## config.mk

```make
export PLATFORM = sky130hd
export DESIGN_NAME = intel_hex_word_parser_top_flat
export DESIGN_NICKNAME = d
export VERILOG_FILES = /design/src/design/ihw_pkg.sv /design/src/design/ihw_stream_if.sv /design/src/design/ihw_front.sv /design/src/design/ihw_fifo.sv /design/src/design/ihw_back.sv /design/src/design/intel_hex_word_parser_top.sv /design/src/flat_wrapper.sv
export SDC_FILE = /design/constraint.sdc
export NUM_CORES = 1
export LEC_CHECK = 0
export BUFFER_PORTS_ARGS = -buffer_cell sky130_fd_sc_hd__buf_2
export CAP_MARGIN = 25
export CORE_MARGIN = 2
export CORE_UTILIZATION = 55
export CTS_BUF_LIST = sky130_fd_sc_hd__clkbuf_8
export DETAILED_ROUTE_END_ITERATION = 16
export PLACE_DENSITY_LB_ADDON = 0.3
export SKIP_LAST_GASP = 1
export SLEW_MARGIN = 20
export SYNTH_ARGS = -nofsm -noshare
export SYNTH_HDL_FRONTEND = slang
export SYNTH_SLANG_ARGS = --single-unit
```

## constraint.sdc

```tcl
create_clock -name i_clk -period 8.15 [get_ports i_clk]
set_input_delay 1.63 -clock i_clk [delete_from_list [all_inputs] [get_ports i_clk]]
set_output_delay 1.63 -clock i_clk [all_outputs]
set_load 0.01 [all_outputs]
```

## src/design/ihw_pkg.sv

```systemverilog
package ihw_pkg;

    // One input request: a single character of the hex text
    typedef struct packed {
        logic [7:0] ch;
    } t_in_item;

    // One output request: a program word or the end marker
    typedef struct packed {
        logic [15:0] word_addr;
        logic [13:0] word_value;
        logic        end_of_file;
    } t_out_item;

    // Classified character as it travels from front to back
    typedef struct packed {
        logic       is_newline;
        logic       is_colon;
        logic [3:0] nibble;
    } t_token;

    localparam logic [7:0] C_CH_NEWLINE = 8'h0A;
    localparam logic [7:0] C_CH_COLON   = 8'h3A;
    localparam logic [7:0] C_CH_0       = 8'h30;
    localparam logic [7:0] C_CH_9       = 8'h39;
    localparam logic [7:0] C_CH_UA      = 8'h41;
    localparam logic [7:0] C_CH_UF      = 8'h46;
    localparam logic [7:0] C_CH_LA      = 8'h61;
    localparam logic [7:0] C_CH_LF      = 8'h66;

    localparam logic [7:0] C_REC_DATA     = 8'h00;
    localparam logic [7:0] C_REC_EOF      = 8'h01;
    localparam logic [7:0] C_REC_EXT_BASE = 8'h04;

    // Character positions within a record line
    localparam logic [9:0] C_POS_COUNT_LO  = 10'd1;
    localparam logic [9:0] C_POS_COUNT_END = 10'd2;
    localparam logic [9:0] C_POS_ADDR_LO   = 10'd3;
    localparam logic [9:0] C_POS_ADDR_END  = 10'd6;
    localparam logic [9:0] C_POS_TYPE_LO   = 10'd7;
    localparam logic [9:0] C_POS_TYPE_END  = 10'd8;
    localparam logic [9:0] C_POS_DATA_LO   = 10'd9;
    localparam logic [9:0] C_POS_DATA_END  = 10'd10;
    localparam logic [9:0] C_POS_BASE_END  = 10'd12;
    localparam logic [9:0] C_POS_MAX       = 10'd1023;

endpackage

```

## src/design/ihw_stream_if.sv

```systemverilog
interface ihw_in_if;
    logic              valid;
    logic              ready;
    ihw_pkg::t_in_item data;

    modport source (output valid, output data, input ready);
    modport sink   (input valid, input data, output ready);
endinterface

interface ihw_out_if;
    logic               valid;
    logic               ready;
    ihw_pkg::t_out_item data;

    modport source (output valid, output data, input ready);
    modport sink   (input valid, input data, output ready);
endinterface

```

## src/design/ihw_front.sv

```systemverilog
module ihw_front (
    ihw_in_if.sink          i_in,
    input  logic            i_full,
    output logic            o_push,
    output ihw_pkg::t_token o_token
);

    logic [7:0] w_ch;

    assign w_ch       = i_in.data.ch;
    assign i_in.ready = !i_full;
    assign o_push     = i_in.valid && !i_full;

    // Non-hex characters decode as zero
    always_comb begin
        o_token.is_newline = (w_ch == ihw_pkg::C_CH_NEWLINE);
        o_token.is_colon   = (w_ch == ihw_pkg::C_CH_COLON);
        if (w_ch >= ihw_pkg::C_CH_0 && w_ch <= ihw_pkg::C_CH_9) begin
            o_token.nibble = w_ch[3:0];
        end else if ((w_ch >= ihw_pkg::C_CH_UA && w_ch <= ihw_pkg::C_CH_UF) ||
                     (w_ch >= ihw_pkg::C_CH_LA && w_ch <= ihw_pkg::C_CH_LF)) begin
            o_token.nibble = w_ch[3:0] + 4'd9;
        end else begin
            o_token.nibble = 4'd0;
        end
    end

endmodule

```

## src/design/ihw_fifo.sv

```systemverilog
module ihw_fifo #(
    parameter int DEPTH = 2
) (
    input  logic            i_clk,
    input  logic            i_rst_n,
    input  logic            i_push,
    input  ihw_pkg::t_token i_token,
    output logic            o_full,
    input  logic            i_pop,
    output logic            o_empty,
    output ihw_pkg::t_token o_token
);

    localparam int PW = (DEPTH > 1) ? $clog2(DEPTH) : 1;
    localparam int CW = $clog2(DEPTH + 1);

    ihw_pkg::t_token r_mem [DEPTH];
    logic [PW-1:0]   r_wr;
    logic [PW-1:0]   r_rd;
    logic [CW-1:0]   r_cnt;
    logic [PW-1:0]   n_wr;
    logic [PW-1:0]   n_rd;
    logic [CW-1:0]   n_cnt;
    logic            w_push;
    logic            w_pop;

    assign o_full  = (r_cnt == CW'(DEPTH));
    assign o_empty = (r_cnt == '0);
    assign o_token = r_mem[r_rd];
    assign w_push  = i_push && !o_full;
    assign w_pop   = i_pop && !o_empty;

    always_comb begin
        n_wr  = r_wr;
        n_rd  = r_rd;
        n_cnt = r_cnt;
        if (w_push) begin
            n_wr = (r_wr == PW'(DEPTH - 1)) ? '0 : r_wr + 1'b1;
        end
        if (w_pop) begin
            n_rd = (r_rd == PW'(DEPTH - 1)) ? '0 : r_rd + 1'b1;
        end
        if (w_push && !w_pop) begin
            n_cnt = r_cnt + 1'b1;
        end else if (w_pop && !w_push) begin
            n_cnt = r_cnt - 1'b1;
        end
    end

    always_ff @(posedge i_clk) begin
        if (!i_rst_n) begin
            r_wr  <= '0;
            r_rd  <= '0;
            r_cnt <= '0;
        end else begin
            r_wr  <= n_wr;
            r_rd  <= n_rd;
            r_cnt <= n_cnt;
        end
    end

    always_ff @(posedge i_clk) begin
        if (w_push) begin
            r_mem[r_wr] <= i_token;
        end
    end

endmodule

```

## src/design/ihw_back.sv

```systemverilog
module ihw_back (
    input  logic            i_clk,
    input  logic            i_rst_n,
    input  logic            i_empty,
    input  ihw_pkg::t_token i_token,
    output logic            o_pop,
    ihw_out_if.source       o_out
);

    logic [9:0]  r_pos;
    logic        r_in_rec;
    logic        r_done;
    logic [15:0] r_acc;
    logic [7:0]  r_count;
    logic [15:0] r_addr;
    logic [7:0]  r_type;
    logic [15:0] r_base;
    logic [7:0]  r_low;
    logic        r_out_valid;
    ihw_pkg::t_out_item r_out;

    logic [9:0]  n_pos;
    logic        n_in_rec;
    logic        n_done;
    logic [15:0] n_acc;
    logic [7:0]  n_count;
    logic [15:0] n_addr;
    logic [7:0]  n_type;
    logic [15:0] n_base;
    logic [7:0]  n_low;
    logic        n_out_valid;
    ihw_pkg::t_out_item n_out;

    assign o_pop       = !i_empty && (!r_out_valid || o_out.ready);
    assign o_out.valid = r_out_valid;
    assign o_out.data  = r_out;

    always_comb begin
        logic        field_start;
        logic [15:0] acc;
        logic [9:0]  pos_off;
        logic [8:0]  k;
        logic [8:0]  k_m1;
        logic [16:0] byte_addr;

        n_pos       = r_pos;
        n_in_rec    = r_in_rec;
        n_done      = r_done;
        n_acc       = r_acc;
        n_count     = r_count;
        n_addr      = r_addr;
        n_type      = r_type;
        n_base      = r_base;
        n_low       = r_low;
        n_out_valid = r_out_valid && !o_out.ready;
        n_out       = r_out;

        field_start = (r_pos == ihw_pkg::C_POS_COUNT_LO) ||
                      (r_pos == ihw_pkg::C_POS_ADDR_LO)  ||
                      (r_pos == ihw_pkg::C_POS_TYPE_LO)  ||
                      (r_pos >= ihw_pkg::C_POS_DATA_LO && r_pos[0]);
        acc       = field_start ? {12'd0, i_token.nibble} : {r_acc[11:0], i_token.nibble};
        pos_off   = r_pos - ihw_pkg::C_POS_DATA_END;
        k         = pos_off[9:1];
        k_m1      = k - 9'd1;
        byte_addr = {1'b0, r_addr} + {8'd0, k_m1};

        if (o_pop && !r_done) begin
            if (i_token.is_newline) begin
                n_pos    = '0;
                n_in_rec = 1'b0;
            end else begin
                if (r_pos == '0) begin
                    n_in_rec = i_token.is_colon;
                end else if (r_in_rec) begin
                    n_acc = acc;
                    if (r_pos == ihw_pkg::C_POS_COUNT_END) begin
                        n_count = acc[7:0];
                    end else if (r_pos == ihw_pkg::C_POS_ADDR_END) begin
                        n_addr = acc;
                    end else if (r_pos == ihw_pkg::C_POS_TYPE_END) begin
                        n_type = acc[7:0];
                        if (acc[7:0] == ihw_pkg::C_REC_EOF) begin
                            n_done            = 1'b1;
                            n_out_valid       = 1'b1;
                            n_out.word_addr   = '0;
                            n_out.word_value  = '0;
                            n_out.end_of_file = 1'b1;
                        end
                    end else if (r_pos >= ihw_pkg::C_POS_DATA_END && !r_pos[0]) begin
                        if (r_type == ihw_pkg::C_REC_EXT_BASE &&
                            r_pos == ihw_pkg::C_POS_BASE_END) begin
                            n_base = acc;
                        end
                        if (r_type == ihw_pkg::C_REC_DATA && r_base == '0) begin
                            if (!k[0]) begin
                                if (k < {1'b0, r_count}) begin
                                    n_low = acc[7:0];
                                end
                            end else if (k <= {1'b0, r_count}) begin
                                // little-endian pair: high byte over held low byte
                                n_out_valid       = 1'b1;
                                n_out.word_addr   = byte_addr[16:1];
                                n_out.word_value  = {acc[5:0], r_low};
                                n_out.end_of_file = 1'b0;
                            end
                        end
                    end
                end
                if (r_pos != ihw_pkg::C_POS_MAX) begin
                    n_pos = r_pos + 10'd1;
                end
            end
        end
    end

    always_ff @(posedge i_clk) begin
        if (!i_rst_n) begin
            r_pos       <= '0;
            r_in_rec    <= 1'b0;
            r_done      <= 1'b0;
            r_acc       <= '0;
            r_count     <= '0;
            r_addr      <= '0;
            r_type      <= '0;
            r_base      <= '0;
            r_low       <= '0;
            r_out_valid <= 1'b0;
        end else begin
            r_pos       <= n_pos;
            r_in_rec    <= n_in_rec;
            r_done      <= n_done;
            r_acc       <= n_acc;
            r_count     <= n_count;
            r_addr      <= n_addr;
            r_type      <= n_type;
            r_base      <= n_base;
            r_low       <= n_low;
            r_out_valid <= n_out_valid;
        end
    end

    always_ff @(posedge i_clk) begin
        r_out <= n_out;
    end

endmodule

```

## src/design/intel_hex_word_parser_top.sv

```systemverilog
// Intel HEX word parser. Characters of a hex file enter on i_in, one request
// per cycle while ready; 14-bit program words (with their word address) and a
// single end-of-file marker leave on o_out. The block sustains one character
// per clock while o_out is not stalled: the front stage decodes the character
// and writes it to a short token queue, the back stage walks the record fields
// and drives a registered output slot, so a stalled consumer only holds up
// input once the queue has filled. A character passes through the token queue and
// the output register before its word shows on o_out. After an end-of-file record
// all further characters are accepted and dropped until reset. Data records with
// a non-zero extended base (type 04) are dropped; checksums are not checked.
module intel_hex_word_parser_top #(
    parameter int QUEUE_DEPTH = 2
) (
    input  logic      i_clk,
    input  logic      i_rst_n,
    ihw_in_if.sink    i_in,
    ihw_out_if.source o_out
);

    logic            w_push;
    logic            w_full;
    logic            w_pop;
    logic            w_empty;
    ihw_pkg::t_token w_tok_in;
    ihw_pkg::t_token w_tok_out;

    // character decode and queue write
    ihw_front u_front (
        .i_in    (i_in),
        .i_full  (w_full),
        .o_push  (w_push),
        .o_token (w_tok_in)
    );

    // decouples input handshake from output back-pressure
    ihw_fifo #(
        .DEPTH (QUEUE_DEPTH)
    ) u_fifo (
        .i_clk   (i_clk),
        .i_rst_n (i_rst_n),
        .i_push  (w_push),
        .i_token (w_tok_in),
        .o_full  (w_full),
        .i_pop   (w_pop),
        .o_empty (w_empty),
        .o_token (w_tok_out)
    );

    // record field parsing, word assembly, output register
    ihw_back u_back (
        .i_clk   (i_clk),
        .i_rst_n (i_rst_n),
        .i_empty (w_empty),
        .i_token (w_tok_out),
        .o_pop   (w_pop),
        .o_out   (o_out)
    );

endmodule

```

## src/flat_wrapper.sv

```systemverilog
// flat-port wrapper written by rule: the top's interface ports become plain ports
module intel_hex_word_parser_top_flat 
#(
    parameter int QUEUE_DEPTH = 2
)
  (i_clk, i_rst_n, i_in_valid, i_in_data, i_in_ready, o_out_valid, o_out_data, o_out_ready);
  ihw_in_if i_in_i ();
  ihw_out_if o_out_i ();
  input  logic i_clk;
  input  logic i_rst_n;
  input wire logic [$bits(i_in_i.valid)-1:0] i_in_valid;
  input wire logic [$bits(i_in_i.data)-1:0] i_in_data;
  output wire logic [$bits(i_in_i.ready)-1:0] i_in_ready;
  output wire logic [$bits(o_out_i.valid)-1:0] o_out_valid;
  output wire logic [$bits(o_out_i.data)-1:0] o_out_data;
  input wire logic [$bits(o_out_i.ready)-1:0] o_out_ready;
  assign i_in_i.valid = i_in_valid;
  assign i_in_i.data = i_in_data;
  assign i_in_ready = i_in_i.ready;
  assign o_out_valid = o_out_i.valid;
  assign o_out_data = o_out_i.data;
  assign o_out_i.ready = o_out_ready;
  intel_hex_word_parser_top #(.QUEUE_DEPTH(QUEUE_DEPTH)) u_core (.i_clk(i_clk), .i_rst_n(i_rst_n), .i_in(i_in_i), .o_out(o_out_i));
endmodule
```

==> metrics.yaml, run 1 <==
synth:
  ys_ff_latch: 129
  synth_nets: 721
  synth_edf_count: 43
  avgSynthCellArea_um2: 9.56
  netlist.area_leader.share: 0.267
  async_flop_share: 0
  post-synth-top-count-cell: "dfxtp_1"
  yosysUniqueCellTypes: 66
  synth_top_cell_by_area: "dfxtp_1"
  ys.flop_type: "dfxtp_1"
  syn_inst: 675
  synth_warnings: 0
  seq_area_frac_synth: 0.467
  synth_area_um2: 6450
  synthTopCellsByCount: "dfxtp_1, nor2_1, nand2_1"
  synth.area.top_cells: "dfxtp_1, edfxtp_1, ha_1, mux2i_1, nor2_1"
cts:
  cts.sinks: 129
  htreeDepth: 4
  cts-hold-fix-buffers: 0
  post_cts_resized: 0
  clk_latency_ps: 440
  cts_buffer_depth: 2
  post-cts-setup-buffers: 0
  cts_tree: "yes"
  clk_pin_slew_worst_paths_ps: 80
  numCtsBuffers: 17
  root_buffer: "clkbuf_8"
drt:
  routed_wirelength_mm: 13.9
  remaining_drc_errors: 0
  vias: 4932
  firstDrtPassIters: 7
  drt-initial-drc-count: 388
  routed_via_density: 5.71
  final_antenna_net_count: 0
  routedWlPerCell_um: 16.1
die:
  die_x_um: 112
  initial_core_util: 0.565
  core_um2: 11400
  dieArea_um2: 12600
  ios: 45
  dieHeight_um: 112
  num_rows: 39
sta:
  rsz0062_at_grt: "no"
  min_period_ps: 4400
  tightest_slew_ps: 911
  max_freq_ghz: 0.227
  report.final.slew_viol_count: 0
  fin_crit_sh: 0.540
  skew_ps: 10.8
  hold_ws_ps: 452
  finalSetupViolCount: 0
  max_slew_margin: 0.375
  tns_ps: 0
  hold_viol: 0
critical_path:
  worstSetupPathType: "reg -> reg"
  critPathCaptureType: "register"
  r2r_cells: 13
  cp_max_fo: 31
  critPathRequiredTime_ps: 8250
  arrival_ps: 4500
  start_kind: "register"
cells_and_area:
  antennaDiodeCount: 0
  drive_gt1_frac: 0.133
  area_delta_synth_final_pct: 10.4
  nNetsFinal: 753
run:
  drv_cap: 0
placement:
  place_congestion: 0.930
  place_hpwl_mm: 10.0
  port_buffers: 44
grt:
  antenna_found_initial: 0
  grt_start_max_net_pins: 77
  grt.overflow.total: 0
  grt_usage: 0.227
  grt_pass1_vias: 4720
  grt_pass1_wl_mm: 22.7
pwr:
  p_leak_nw: 2.71
  powerDensity_nw_per_um2: 208
  ir_worst_vdd_uv: 146
run_status:
  status: "finished, final reports clean"
hold_path:
  min_path_type: "reg -> reg"
  holdPathStages: 2
## cell usage in the layout, fill, tap and decap left out, drive strengths merged, types with 7 or more instances in the layout
cell type   n
xnor2      23
xor2        7
nand2      68
ha         33
and2       26
a21oi      47
nand4      10
nor4       10
a211oi     19
edfxtp     43
nand3      15
o21ai      23
nor3        9
buf        47
nor2       81
clkbuf     18
and3        7
or3        10
inv        34
dfxtp      86
mux2i      31
## cell type report
class / count / area, um^2
inverter: 28 / 105
timing repair buffer: 47 / 243
multi-input combinational: 484 / 3170
fill: 941 / 4300
tap: 143 / 179
sequential: 129 / 3010
clock buffer: 18 / 248
clock inverter: 14 / 164
## worst paths after layout
kind,from,end,slack (ps)
setup reg to reg,u_core.u_back.r_pos[1],u_core.u_back.o_out.data[28],3750
hold / removal,u_core.u_back.r_acc[10],u_core.u_back.r_acc[10],450
setup / recovery,u_core.u_back.r_pos[1],u_core.u_back.o_out.data[28],3750
hold reg to reg,u_core.u_back.r_acc[10],u_core.u_back.r_acc[10],450
## flip-flops by register name, summed over array words and instances, names as in the netlist, named ones only
name                       count
u_core.u_back.r_addr          16
u_core.u_back.r_in_rec         1
u_core.u_back.r_type           8
u_core.u_back.r_low            8
u_core.u_fifo.r_rd             1
u_core.u_back.r_count          8
u_core.u_fifo.r_wr             1
u_core.u_back.r_done           1
u_core.u_back.o_out.data      31
u_core.u_back.r_acc           12
u_core.u_back.r_pos           10
u_core.u_back.o_out.valid      1
u_core.u_fifo.r_cnt            2
u_core.u_fifo.r_mem           12
u_core.u_back.r_base          16
## power breakdown
part           switching (mW)  internal, mW
combinational           0.133        0.0681
clock                   0.254         0.311
sequential             0.0281         0.689
## stage by stage
stage	utilization	area [um^2]	setup WS (ps)	cells	power, mW
global placement	0.586	6690	3690	830	0.925
global route	0.623	7120	3410	863	1.55
detailed placement	0.586	6690	3450	830	0.931
finish	0.623	7120	3750	863	1.48
floorplan	-	6450	4170	675	0.868
CTS	0.622	7100	3440	862	1.49
## cell families after synthesis
group / count (synthesis) / share of synthesized area
AOI/OAI and AO/OA: 123 / 0.124
adders and majority gates: 34 / 0.0671
muxes: 35 / 0.0551
buffers and inverters: 62 / 0.0429
and+or+nand+nor: 262 / 0.203
DFF: 129 / 0.467
xor gates and xnor gates: 30 / 0.0407
## worst max-delay path, cell delays in order (launching register included)
cell and delay, ps:
dfxtp_1 670, inv_1 250, ha_1 280, nor2b_1 380, nor4_1 120, xnor2_1 260, inv_1 110, ha_1 330
a21o_1 170, a21o_1 180, a41oi_2 500, o2111a_1 280, o21a_1 150, buf_4 370
## routing by layer
layer,routed length (um),up-vias,part of all wire,global-route usage
met5,0,-,0,0
met4,305,0,0.022,0.0886
met3,724,23,0.052,0.0556
met2,6820,154,0.49,0.384
met1,6040,2302,0.43,0.281
li1,-,2453,-,-
No activity file was read; power rests on OpenSTA's default activity.
==> run 2, diff against run 1 <==
--- a/config.mk
+++ b/config.mk
@@ -5,6 +5,7 @@
 export SDC_FILE = /design/constraint.sdc
 export NUM_CORES = 1
 export LEC_CHECK = 0
+export ABC_AREA = 1
 export BUFFER_PORTS_ARGS = -buffer_cell sky130_fd_sc_hd__buf_2
 export CAP_MARGIN = 25
 export CORE_MARGIN = 2
==> constraint.sdc (replaced) <==
create_clock -name i_clk -period 3.87 [get_ports i_clk]
set_input_delay 0.774 -clock i_clk [delete_from_list [all_inputs] [get_ports i_clk]]
set_output_delay 0.774 -clock i_clk [all_outputs]
set_load 0.01 [all_outputs]
==> metrics.yaml, run 2 <==
grt:
  grt_usage: 0.233  # +0.00575
  grt_start_max_net_pins: 60  # -22%
  grt.overflow.total: 0  # unchanged
  grt_pass1_wl_mm: 24.1  # +6.3%
  grt_pass1_vias: 5179  # +9.7%
  antenna_found_initial: 0  # unchanged
critical_path:
  startpoint: "u_core.u_back.r_pos[2]"
  cp_max_fo: 6  # -81%
  worstSetupPathType: "reg -> reg"
  arrival_ps: 3650  # -850 ps
  critPathRequiredTime_ps: 4090  # -4160 ps
  critPathCaptureType: "register"
  start_kind: "register"
  reg2reg_from: "u_core.u_back.r_pos[2]"
cells_and_area:
  drive_gt1_frac: 0.157  # +0.0237
  antennaDiodeCount: 0  # unchanged
  layout_commonest_cell: "nand2_1"
  area_delta_synth_final_pct: 11.6
  nNetsFinal: 931  # +24%
  layout_common_cells: "nand2_1, nor2_1, inv_1, dfxtp_1, a21oi_1"
  largest_reg_flops: 31  # unchanged
  final-seq-area_um2: 3010  # unchanged
  fillCellCount: 1059  # +13%
  multi_input_area_um2: 3210  # +1.4%
sta:
  tightest_slew_ps: 751  # -160 ps
  hold_viol: 0  # unchanged
  min_period_ps: 3440  # -965 ps
  hold_ws_ps: 472  # +19.8 ps
  report.final.slew_viol_count: 0  # unchanged
  max_slew_margin: 0.496  # +0.121
  max_freq_ghz: 0.291  # +28%
  fin_crit_sh: 0.888  # +0.348
  finalSetupViolCount: 0  # unchanged
  tns_ps: 0  # unchanged
  skew_ps: 11.3  # +0.518 ps
  rsz0062_at_grt: "no"
cts:
  clk_latency_ps: 450  # about the same
  root_buffer: "clkbuf_8"
  cts.sinks: 129  # unchanged
  cts_buffer_depth: 2  # unchanged
  cts-hold-fix-buffers: 0  # unchanged
  cts_tree: "yes"
  htreeDepth: 4  # unchanged
  clk_pin_slew_worst_paths_ps: 80  # about the same
  numCtsBuffers: 17  # unchanged
  post_cts_resized: 0  # unchanged
  post-cts-setup-buffers: 0  # unchanged
hold_path:
  hp-start: "u_core.u_back.r_count[5]"
  min_path_type: "reg -> reg"
synth:
  synthSimpleGateAreaFrac: 0.249  # +0.0459
  synthMuxAreaShare: 0  # -0.0551
  seq_area_frac_synth: 0.446  # -0.0213
  synth_xor_xnor_area_share: 0.0207  # -0.0200
  synth_edf_count: 43  # unchanged
  synthTopCellsByCount: "nand2_1, nor2_1, inv_1"
  post-synth-top-count-cell: "nand2_1"
  synth_warnings: 0  # unchanged
  synth_top_family_by_area: "simple AND/OR/NAND/NOR gates"
  synth-compound-area-share: 0.140  # +0.0158
  syn_inst: 837  # +24%
  ys_ff_latch: 129  # unchanged
  ys.flop_type: "dfxtp_1"
  netlist.area_leader.share: 0.255  # -0.0122
  synth_adder_area_share: 0.0641  # -0.00306
  synth.area.top_cells: "dfxtp_1, edfxtp_1, nand2_1, nor2_1, ha_1"
  synth_top_cell_by_area: "dfxtp_1"
  async_flop_share: 0  # unchanged
  yosysUniqueCellTypes: 46  # -30%
  synth_area_um2: 6760  # +4.8%
  synth_nets: 883  # +22%
  avgSynthCellArea_um2: 8.07  # -16%
placement:
  place_congestion: 0.883  # -5.0%
  port_buffers: 44  # unchanged
  place_hpwl_mm: 10.6  # +5.5%
run:
  drv_cap: 0  # unchanged
pwr:
  p_leak_nw: 3.33  # +23%
  ir_worst_vdd_uv: 439  # +200%
  powerDensity_nw_per_um2: 449  # +120%
drt:
  routed_via_density: 5.35  # -6.4%
  firstDrtPassIters: 5  # -2
  remaining_drc_errors: 0  # unchanged
  routed_wirelength_mm: 14.8  # +6.2%
  final_antenna_net_count: 0  # unchanged
  drt-initial-drc-count: 395  # +1.8%
  vias: 5588  # +13%
  routedWlPerCell_um: 14.1  # -12%
die:
  core_um2: 12000  # +5.2%
  dieArea_um2: 13200  # +4.6%
  dieHeight_um: 115  # +2.3%
  initial_core_util: 0.563  # -0.00227
  num_rows: 40  # +2.6%
  ios: 45  # unchanged
  die_x_um: 115  # +2.3%
run_status:
  status: "finished, final reports clean"
[run 2: where the power goes]
part	total, mW	internal (mW)	switching, mW
Clock	1.28	0.710	0.573
Sequential	1.50	1.46	0.0468
Combinational	0.603	0.179	0.424
Total	3.39	2.34	1.04
[run 2: worst paths after layout]
check                                 end  slack [ps]  cells past startpoint
max          u_core.u_back.o_out.data[29]         430                     17
min              u_core.u_back.r_count[5]         470                      2
max reg2reg  u_core.u_back.o_out.data[29]         430                     17
min reg2reg      u_core.u_back.r_count[5]         470                      2
[run 2: kinds of logic after synthesis]
logic type,count (synthesis)
compound gates,168
simple gates,361
buf+inv,129
xor+xnor,16
flops,129
fa+ha+maj,34
[run 2: area by class of cell]
type                    count  share of cell area
clock inverters            15              0.0272
inverters                 107              0.0539
repair buffers             51              0.0378
well taps                 147              0.0244
multi-input cells         579               0.426
clock buffers              17              0.0310
flip-flops and latches    129               0.400
[run 2: per-stage QoR]
| step | cells | utilization | setup WS [ps] | area, um^2 | total power [mW] |
|---|---|---|---|---|---|
| after floorplan | 837 | - | 362 | 6760 | 1.98 |
| after global placement | 1013 | 0.591 | 584 | 7100 | 2.13 |
| after detailed placement | 1013 | 0.591 | 479 | 7100 | 2.14 |
| after CTS | 1045 | 0.628 | 456 | 7540 | 3.40 |
| after global routing | 1045 | 0.628 | 34.9 | 7540 | 3.54 |
| final | 1045 | 0.628 | 432 | 7540 | 3.39 |
[run 2: layer usage]
layer,global-route usage,wire length [um],up-vias,share of wire
li1,-,-,2845,-
met1,0.297,6550,2574,0.44
met2,0.394,7160,139,0.49
met3,0.0564,751,30,0.051
met4,0.0715,290,0,0.020
met5,0,0,-,0
[run 2: worst max-delay path, stage by stage (launching register included)]
cell and delay (ps):
dfxtp_1 350, inv_1 160, ha_1 300, nand2_1 120, nand2_1 110, xor2_1 270
nand4_1 160, nor2_1 190, nand3b_1 110, xnor2_1 140, ha_1 370, nand2_1 90
o21ai_0 230, a21oi_1 90, a21oi_1 290, nand3_1 110, nand2_1 70, nor2_1 40
